## src/design/qtdc_pkg.sv

```systemverilog
// ----------------------------------------------------------------------------
// qtdc_pkg
// shared types and constants for the query term and/or document counter
// ----------------------------------------------------------------------------
package qtdc_pkg;

  localparam int unsigned TermW   = 31;
  localparam int unsigned CountW  = 32;
  localparam int unsigned ActiveW = 5;

  typedef enum logic [1:0] {
    ACT_LOAD    = 2'd0,
    ACT_TERM    = 2'd1,
    ACT_END_DOC = 2'd2,
    ACT_READ    = 2'd3
  } action_e;

  // control broadcast from the sequencer to every cell
  typedef struct packed {
    logic term_en;      // nonzero document term to match
    logic commit;       // end of document: count and clear marks
    logic doc_touched;  // some slot anywhere was hit in this document
  } cell_ctrl_t;

endpackage

```

## src/design/qtdc_cell.sv

```systemverilog
// ----------------------------------------------------------------------------
// qtdc_cell
// one query: its term slots, hit marks, touched flag and both counters
// ----------------------------------------------------------------------------
module qtdc_cell
  import qtdc_pkg::*;
#(
  parameter int unsigned SLOTS_PER_QUERY = 8,
  parameter int unsigned SlotW = (SLOTS_PER_QUERY > 1) ? $clog2(SLOTS_PER_QUERY) : 1
) (
  input  logic              clk_i,
  input  logic              rst_ni,
  input  cell_ctrl_t        ctrl_i,
  input  logic              active_i,
  input  logic              load_en_i,
  input  logic [SlotW-1:0]  load_slot_i,
  input  logic [TermW-1:0]  term_i,
  input  logic              chain_i,
  output logic              chain_o,
  output logic [CountW-1:0] all_count_o,
  output logic [CountW-1:0] any_count_o
);

  logic [TermW-1:0]           slot_q [SLOTS_PER_QUERY];
  logic [SLOTS_PER_QUERY-1:0] hit_q, hit_d;
  logic [SLOTS_PER_QUERY-1:0] match, slot_valid;
  logic                       touched_q, touched_d;
  logic                       chain_q;
  logic [CountW-1:0]          all_q, all_d, any_q, any_d;
  logic                       has_all, has_one;

  always_comb begin
    for (int s = 0; s < SLOTS_PER_QUERY; s++) begin
      slot_valid[s] = (slot_q[s] != '0);
      match[s]      = ctrl_i.term_en && (slot_q[s] == term_i);
    end
  end

  always_comb begin
    for (int s = 0; s < SLOTS_PER_QUERY; s++) begin
      if (load_en_i && (load_slot_i == SlotW'(s))) begin
        hit_d[s] = 1'b0;
      end else if (ctrl_i.commit) begin
        hit_d[s] = 1'b0;
      end else begin
        hit_d[s] = hit_q[s] | match[s];
      end
    end
  end

  assign touched_d = ctrl_i.commit ? 1'b0 : (touched_q | (|match));

  // empty slots count as hit for the intersection
  assign has_all = &(hit_q | ~slot_valid);
  assign has_one = |(hit_q & slot_valid);

  always_comb begin
    all_d = all_q;
    any_d = any_q;
    if (ctrl_i.commit && ctrl_i.doc_touched && active_i) begin
      if (has_all && (all_q != '1)) begin
        all_d = all_q + 1'b1;
      end
      if (has_one && (any_q != '1)) begin
        any_d = any_q + 1'b1;
      end
    end
  end

  always_ff @(posedge clk_i or negedge rst_ni) begin
    if (!rst_ni) begin
      for (int s = 0; s < SLOTS_PER_QUERY; s++) begin
        slot_q[s] <= '0;
      end
      hit_q     <= '0;
      touched_q <= 1'b0;
      chain_q   <= 1'b0;
      all_q     <= '0;
      any_q     <= '0;
    end else begin
      for (int s = 0; s < SLOTS_PER_QUERY; s++) begin
        if (load_en_i && (load_slot_i == SlotW'(s))) begin
          slot_q[s] <= term_i;
        end
      end
      hit_q     <= hit_d;
      touched_q <= touched_d;
      chain_q   <= chain_i | touched_q;
      all_q     <= all_d;
      any_q     <= any_d;
    end
  end

  assign chain_o     = chain_q;
  assign all_count_o = all_q;
  assign any_count_o = any_q;

endmodule

```

## config.mk

```make
export PLATFORM = sky130hd
export DESIGN_NAME = qtdc_cell
export DESIGN_NICKNAME = d
export VERILOG_FILES = /design/src/design/qtdc_pkg.sv /design/src/design/qtdc_cell.sv
export SDC_FILE = /design/constraint.sdc
export NUM_CORES = 1
export LEC_CHECK = 0
export ABC_AREA = 1
export BUFFER_PORTS_ARGS = -buffer_cell sky130_fd_sc_hd__buf_4
export CAP_MARGIN = 20
export CORE_UTILIZATION = 35
export DETAILED_ROUTE_END_ITERATION = 8
export GPL_TIMING_DRIVEN = 0
export PLACE_DENSITY_LB_ADDON = 0.2
export SETUP_SLACK_MARGIN = 0.1
export SYNTH_ARGS = -nofsm -noshare
export SYNTH_HDL_FRONTEND = slang
export SYNTH_SLANG_ARGS = --single-unit
```

## constraint.sdc

```tcl
create_clock -name clk_i -period 4.2 [get_ports clk_i]
set_clock_uncertainty 0.15 [all_clocks]
set_input_delay 0.21 -clock clk_i [delete_from_list [all_inputs] [get_ports clk_i]]
set_output_delay 0.21 -clock clk_i [all_outputs]
set_load 0.01 [all_outputs]
```

==> results of run 1 <==
power by group through the flow:
stage | sequential [mW] | combinational (mW) | clock [mW]
floorplan | 3.92 | 1.15 | 0
global placement | 4.08 | 1.69 | 0
detailed placement | 4.09 | 1.73 | 0
CTS | 4.04 | 1.76 | 3.75
global route | 4.11 | 2.01 | 3.86
finish | 4.06 | 1.76 | 3.66
final timing paths:
check                                        start                          end  cells past startpoint
setup / recovery                        term_i[17]           hit_q[6]$_DFF_PN0_                     14
hold / removal                              rst_ni       slot_q[24]$_DFFE_PN0P_                      2
setup reg to reg            slot_q[82]$_DFFE_PN0P_  any_count_o[17]$_DFFE_PN0P_                     11
hold reg to reg            slot_q[193]$_DFFE_PN0P_      slot_q[193]$_DFFE_PN0P_                      2
max in group asynchronous                   rst_ni      slot_q[163]$_DFFE_PN0P_                      5
min in group clk_i                      term_i[20]      slot_q[237]$_DFFE_PN0P_                      3
worst max-delay path, cell delays in order:
cell and delay, ns:
dlygate4sd3_1 0.52, buf_2 0.34, inv_1 0.31, clkbuf_1 0.43, nand2_1 0.15, nand2_1 0.06, nor2_1 0.16, nand2_1 0.09
nor2_1 0.10, nand2_1 0.05, nor2_1 0.26, o21ai_0 0.14, a21oi_1 0.13, dlygate4sd3_1 0.55
cells by family (layout without fill, tap and decap cells):
group,Yosys count,in the layout,synth area share (%)
adder cells (fa/ha/maj),2,2,0.135
AO/OA/AOI/OAI,365,365,10.0
XOR/XNOR,80,80,3.78
buffers and inverters,369,564,7.98
flip-flops,322,322,43.5
AND/OR/NAND/NOR,1574,1574,34.6
metrics by stage:
| step | hold WS, ns | TNS, ns |
|---|---|---|
| 2_1_floorplan | -0.236 | 0 |
| 3_3_place_gp | 0.252 | -93.22 |
| 3_5_place_dp | 0.0284 | 0 |
| 4_1_cts | 0.0135 | 0 |
| 5_1_grt | 0.0374 | 0 |
| 6_report | -0.0189 | 0 |
layout by cell type, fill, tap and decap left out, drive strengths merged, types with 13 or more instances in the layout:
cell,n
clkbuf,131
xor2,61
nor3,39
buf,138
a21oi,13
o21ai,335
nand2,1013
inv,242
nor2,334
nand3,69
clkinv,13
dlygate4sd3,34
dfrtp,322
or2,15
xnor2,19
nand4,98
sequential cells by signal, indices dropped and copies added (netlist names):
register,count
hit_q,8
any_count_o,32
all_count_o,32
chain_o,1
slot_q,248
touched_q,1
per-layer routing:
metal  GRT usage (%)  vias up  share of wire [%]
li1                -     8901                  -
met1            37.0     8897                 44
met2            44.5      656                 46
met3            3.82      149                6.0
met4            11.2        0                4.3
met5               0        -                  0
repair_timing:
item | CTS | global route
resized for setup | 0 | 0
hold endpoints to repair | 183 | 0
hold buffers | 34 | 0
final cells by class:
cell class	count	share of cell area, %
repair buffers	124	4.96
clock buffers	52	5.11
plain buffers	127	2.61
well taps	680	3.89
inverters	242	4.16
clock inverters	19	1.19
multi-input cells	2021	41.2
flip-flops and latches	322	36.9
==> results.md, run 1 <==
- Synth area leaders: dfrtp_1 43%, nand2_1 21%, o21ai_0 9.0%
- Setup ws final: 1.04 ns
- Logic pwr share: 18.6%
- Via density per instance: just over 5
- Area Overhead vs Synth: 17.8%
- Number of H-tree levels: 2
- Initial core utilization: 35.8%
- Chip width: 232 um
- Layout cells sized above 1: ~8.2%
- Flop pwr share: 42.8%
- Syn_nets: between 2000 and 3000
- Via Count: 18603
- Row cnt: 83
- Crit start category: primary input
- Post-route minimum period: 3.16 ns
- ANT nets after route: 0
- Grt ovf: 0
- Vias in the first global route: 17855
- Power Dens Cells: 434 nW/um2
- Placed Area: 20100 um2
- PortBufs: 87
- Most frequent cell after synthesis: nand2_1
- Failing checks: hold timing
- Hold Vio Cnt, Final: 3
- Reg area: 8060 um2
- Yosys reg bits: 322
- Status: complete, but fails checks
- Residual DRC: 0
- Worst Hold Class: in2async
- Post-Synthesis Cells: 2712
- Net Sw Frac: roughly a third
- Worst slack, placed: 1.46 ns
- Antenna cells: 0
- Slew Limit Fails: 0
- Non-Filler Instances: 3587
- Final Cycle Share: about 75%
- Max-Cap Viols: 0
- Top cell type's share of synthesized area: 43.5%
- Worst setup EP type: flop
- Worst slew pin tran: 1.05 ns
- Switching pwr: 3.11 mW
- Clk pin slew, worst setup/hold paths: approximately 0.060 ns
- Power, Total: 9.48 mW
- Static Leakage: 10.8 nW
- Crit Path Category: in2reg
- Fillers: 5558
- Post-CTS Setup Bufs: 0
- Post-synthesis area per instance: 6.84 um2
- Largest net degree at the start of global routing: 90
- Initial antenna violation count: 0
- First-pass GRT wire length: approximately 110000 um
- Drt total wl: 73800 um
- CTS buffer count: 40
- Number of synthesized flops with an enable pin: 0
- Post-synth top cells: 1013 x nand2_1, 334 x o21ai_0, 328 x nor2_1
- RSZ-0062 raised after global routing: no
- Clock Path Buffers: 3
- DR pass1 iterations: 6
- Initial DRC Count: 1677
- Die ar.: 53900 um2
- Clock tree root buffer cell: clkbuf_16
- Max transition margin: between 20 and 30%
- Peak fanout along the critical path: 10
- CTS tree: done
- Final setup fails: 0
- Fin area: 21900 um2
- Synth cell types: 34
- Avg WL per Cell: approximately 21 um
- Part of the power in the clock network: 38.6%
- CP Data Arrival Time: 3.53 ns
- Worst skew pair latency: 0.59 ns
- Core area: between 50000 and 60000 um2
- Cell area after synthesis: ~19000 um2
- Ports: 107
- Max Freq: 317 MHz
- Maximum VDD drop: 0.300 mV
- Clk sinks: 322
- HPWL Detailed: around 57000 um
- Int Power: 6.37 mW
- Hold WS: -0.0189 ns
- Req. time, crit path: around 4.6 ns
- Final core occ: 42.2%
- Nets: between 2000 and 3000
- Top_reg_cell synth: dfrtp_1
- Sequential area share after synthesis: between 40 and 50%
- Footprint of the multi-input gates: 9010 um2
- Total track usage: 27.6%
- Gp weighted congestion: 0.975
- DIE HEIGHT: 232 um
- Placed insts: between 3000 and 4000
- Top cell type by total area after synthesis: dfrtp_1
- Ys Warns: 0
- Ys async rst share: 100%
- R2R setup slack: 1.35 ns
Power figures use the tool's default switching activity.
==> run 2: changes to the inputs <==
Settings changed: ABC_AREA 1 to 0.
Clock period 4.2 ns to 3 ns, I/O delays scaled along.
==> run 2 against run 1 <==
Net effect: clock power grew 20%; via count is 40% lower; the flow now finishes without violations; total power increased by 33%; count of clock-buffer cells in the layout rose by 3; worst hold slack gained 0.082 ns; largest cell class is now sequential cells; utilization fell by 0.64 points; final area shrank 14%; die area shrank 13%; first-iteration DRC count down 53%; wire length fell by 34%; global-route usage fell by 6.9 points.
==> results.md, run 2 <==
- DIE HEIGHT: 217 um (was 232 um)
- Worst Hold Class: in2async (unchanged)
- Final Cycle Share: 95.5%
- Max transition margin: 25.8% (was 29.7%)
- Flop pwr share: 46.4% (was 42.8%)
- Net Sw Frac: 29.6% (was 32.8%)
- Final setup fails: 0 (unchanged)
- R2R setup slack: 0.14 ns (was 1.35 ns)
- Syn_nets: 1391 (was 2756)
- Crit Path Category: reg2reg (was in2reg)
- Die ar.: 47100 um2 (was 53900 um2)
- Hold Vio Cnt, Final: 0 (was 3)
- Worst slack, placed: -0.269 ns (was 1.46 ns)
- Chip width: 217 um (was 232 um)
- First-pass GRT wire length: 71800 um (was 110000 um)
- Ys Warns: 0 (unchanged)
- Setup ws final: 0.136 ns (was 1.04 ns)
- Initial core utilization: 35.6% (was 35.8%)
- Initial antenna violation count: 1 (was 0)
- RSZ-0062 raised after global routing: no (unchanged)
- Most common cell after layout, fill and taps aside: dfrtp_1 (was nand2_1)
- Crit-path cells: nor4_1 -> nand4_1 -> o21ai_1 -> nand4_1 -> nor2_4 -> clkbuf_4 -> nor2_1 -> mux2_2 (was dlygate4sd3_1 -> buf_2 -> inv_1 -> clkbuf_1 -> nand2_1 -> nand2_1 -> nor2_1 -> nand2_1 -> nor2_1 -> nand2_1 -> nor2_1 -> o21ai_0 -> a21oi_1 -> dlygate4sd3_1)
- Initial DRC Count: 783 (was 1677)
- Register bank with the most flops: slot_q (unchanged)
- Top_reg_cell synth: dfrtp_1 (unchanged)
- Worst setup EP type: flop (unchanged)
- Worst R2R End: any_count_o[1]$_DFFE_PN0P_ (was any_count_o[17]$_DFFE_PN0P_)
- Row cnt: 78 (was 83)
- Int Power: 8.91 mW (was 6.37 mW)
- Clock Path Buffers: 3 (unchanged)
- Vias in the first global route: 11593 (was 17855)
- Yosys reg bits: 322 (unchanged)
- RR Startpoint: slot_q[66]$_DFFE_PN0P_ (was slot_q[82]$_DFFE_PN0P_)
- Logic pwr share: 19.0% (was 18.6%)
- Critical Path Source: slot_q[66]$_DFFE_PN0P_ (was term_i[17])
- Maximum VDD drop: 0.393 mV (was 0.300 mV)
- Setup TNS: 0 ns (unchanged)
- Top cell type's share of synthesized area: 49.8% (was 43.5%)
- Ys async rst share: 100% (unchanged)
- Post-synthesis area per instance: 12.0 um2 (was 6.84 um2)
- Placed insts: 2022 (was 3482)
- Number of H-tree levels: 2 (unchanged)
- Layout cells sized above 1: 27.6% (was 8.19%)
- Clk sinks: 322 (unchanged)
- Number of synthesized flops with an enable pin: 0 (unchanged)
- Worst path slowest cell: dfrtp_1 (was dlygate4sd3_1)
- Post-route minimum period: roughly 2.9 ns
- Post-synth top cells: 322 x dfrtp_1, 255 x xnor2_1, 249 x mux2_2 (was 1013 x nand2_1, 334 x o21ai_0, 328 x nor2_1)
- Req. time, crit path: 3.29 ns (was 4.57 ns)
- Crit path largest cell delay: 0.41 ns (was 0.55 ns)
- Crit start category: flop (was primary input)
- Max-Cap Viols: 0 (unchanged)
- Ports: 107 (unchanged)
- Synth area leaders: dfrtp_1 50%, mux2_2 17%, xnor2_1 14% (was dfrtp_1 43%, nand2_1 21%, o21ai_0 9.0%)
- Static Leakage: 7.48 nW (was 10.8 nW)
- Nets: 1514 (was 2922)
- Area Overhead vs Synth: 16.7% (was 17.8%)
- Crit path top cell by count: nand4_1 (was nand2_1)
- Via density per instance: 5.36 (was 5.19)
- Drt total wl: 48500 um (was 73800 um)
- Power Dens Cells: 670 nW/um2 (was 434 nW/um2)
- Most frequent cell after synthesis: dfrtp_1 (was nand2_1)
- Most frequent cells in the layout: 322 x dfrtp_1, 255 x xnor2_1, 249 x mux2_2 (was 1013 x nand2_1, 334 x o21ai_0, 328 x nor2_1)
- Worst skew pair latency: 0.56 ns (was 0.59 ns)
- ANT nets after route: 0 (unchanged)
- HPWL Detailed: 36500 um (was 57300 um)
- Status: finished, final reports clean (was complete, but fails checks)
- Core area: 45500 um2 (was 51800 um2)
- Switching pwr: 3.75 mW (was 3.11 mW)
- Sequential area share after synthesis: 49.8% (was 43.5%)
- Clk pin slew, worst setup/hold paths: 0.06 ns (about the same)
- Part of the power in the clock network: 34.6% (was 38.6%)
- Footprint of the multi-input gates: 7790 um2 (was 9010 um2)
- Non-Filler Instances: 2092 (was 3587)
- Avg WL per Cell: 23.2 um (was 20.6 um)
- Worst slew pin tran: 1.10 ns (was 1.05 ns)
- Max Freq: 349 MHz
- Synth cell types: 38 (was 34)
- Grt ovf: 0 (unchanged)
- Via Count: 11205 (was 18603)
- Total track usage: 20.7% (was 27.6%)
- Cell area after synthesis: 16200 um2 (was 18500 um2)
- Fillers: 4427 (was 5558)
- Largest net degree at the start of global routing: 117 (was 90)
- CTS tree: done (unchanged)
- Slew Limit Fails: 0 (unchanged)
- Largest register FFs: 248 (unchanged)
- Power, Total: 12.7 mW (was 9.48 mW)
- PortBufs: 72 (was 87)
- CTS buffer count: 39 (was 40)
- Post-Synthesis Cells: 1347 (was 2712)
- DR pass1 iterations: 5 (was 6)
- CP Data Arrival Time: 3.16 ns (was 3.53 ns)
- Gp weighted congestion: 0.970 (was 0.975)
- Residual DRC: 0 (unchanged)
- Clock tree root buffer cell: clkbuf_16 (unchanged)
- Peak fanout along the critical path: 10 (unchanged)
- Reg area: 8060 um2 (unchanged)
- R2R depth: 8 (was 11)
- Top cell type by total area after synthesis: dfrtp_1 (unchanged)
==> run 2: layout make-up <==
cell class / instances / share of cell area (%)
Antenna cell: 1 / 0.0132
Buffer: 101 / 2.22
Clock buffer: 55 / 5.86
Clock inverter: 7 / 0.219
Inverter: 6 / 0.119
Multi-Input combinational cell: 918 / 41.3
Sequential cell: 322 / 42.7
Tap cell: 600 / 3.97
Timing Repair Buffer: 82 / 3.68
==> run 2: power by group through the flow <==
stage / Combinational, mW / Clock (mW) / Sequential, mW
floorplan: 1.68 / 0 / 5.72
global placement: 2.36 / 0 / 5.88
detailed placement: 2.41 / 0 / 5.91
CTS: 2.42 / 4.50 / 5.83
global route: 2.57 / 4.66 / 5.96
finish: 2.40 / 4.38 / 5.87
==> run 2: metrics by stage <==
step | area, um2 | utilization (%) | hold WS (ns)
CTS | 18800 | 41.3 | 0.0441
floorplan | 16200 | - | -0.296
global route | 18900 | 41.5 | 0.0869
detailed placement | 17600 | 38.6 | -0.155
global placement | 17500 | 38.4 | 0.197
finish | 18900 | 41.5 | 0.0631
==> run 2: cells by family (layout without fill, tap and decap cells) <==
| kind of cell | after synthesis | count (layout) | share of synthesized area, % |
|---|---|---|---|
| other cells | 0 | 1 | 0 |
| simple gates | 331 | 331 | 12.1 |
| buf+inv | 107 | 251 | 2.69 |
| flops | 322 | 322 | 49.8 |
| fa+ha+maj | 2 | 2 | 0.155 |
| compound gates | 25 | 25 | 1.06 |
| xor+xnor | 310 | 310 | 16.8 |
| mux | 250 | 250 | 17.4 |
==> run 2: worst max path at each step <==
| stage | slack [ns] | cells after the start | endpoint |
|---|---|---|---|
| 3_3_place_gp | -1.54 | 1 | slot_q[222]$_DFFE_PN0P_ |
| 4_1_cts | 0.02 | 8 | any_count_o[1]$_DFFE_PN0P_ |
| 5_1_grt | 0.10 | 8 | any_count_o[8]$_DFFE_PN0P_ |
| 2_1_floorplan | 0.48 | 10 | all_count_o[3]$_DFFE_PN0P_ |
| 6_report | 0.14 | 8 | any_count_o[1]$_DFFE_PN0P_ |
| 3_5_place_dp | -0.27 | 8 | any_count_o[1]$_DFFE_PN0P_ |
==> run 2: per-layer routing <==
metal  part of all wire, %  vias to the layer above  track usage [%]  wire, um
li1                      -                     5061                -         -
met1                    44                     5741             27.1     21400
met2                    47                      304             33.3     22800
met3                   4.6                       99             3.72      2250
met4                   4.3                        0             8.99      2100
met5                     0                        -                0         0
==> run 2: critical path: cells and delay by family (launching register included) <==
family                 cells  cell delay [ns]
AND/OR/NAND/NOR            5             1.38
flip-flops                 1             0.41
AO/OA/AOI/OAI              1             0.29
multiplexers               1             0.28
buffers and inverters      1             0.25
==> run 2: timing repair <==
item | 4_1_cts | 5_1_grt
pin swaps | 1 | 4
gates resized for setup | 8 | 22
hold endpoints to repair | 134 | 0
hold buffers | 5 | 0
setup buffers | 2 | 0
setup endpoints to repair | 63 | 62
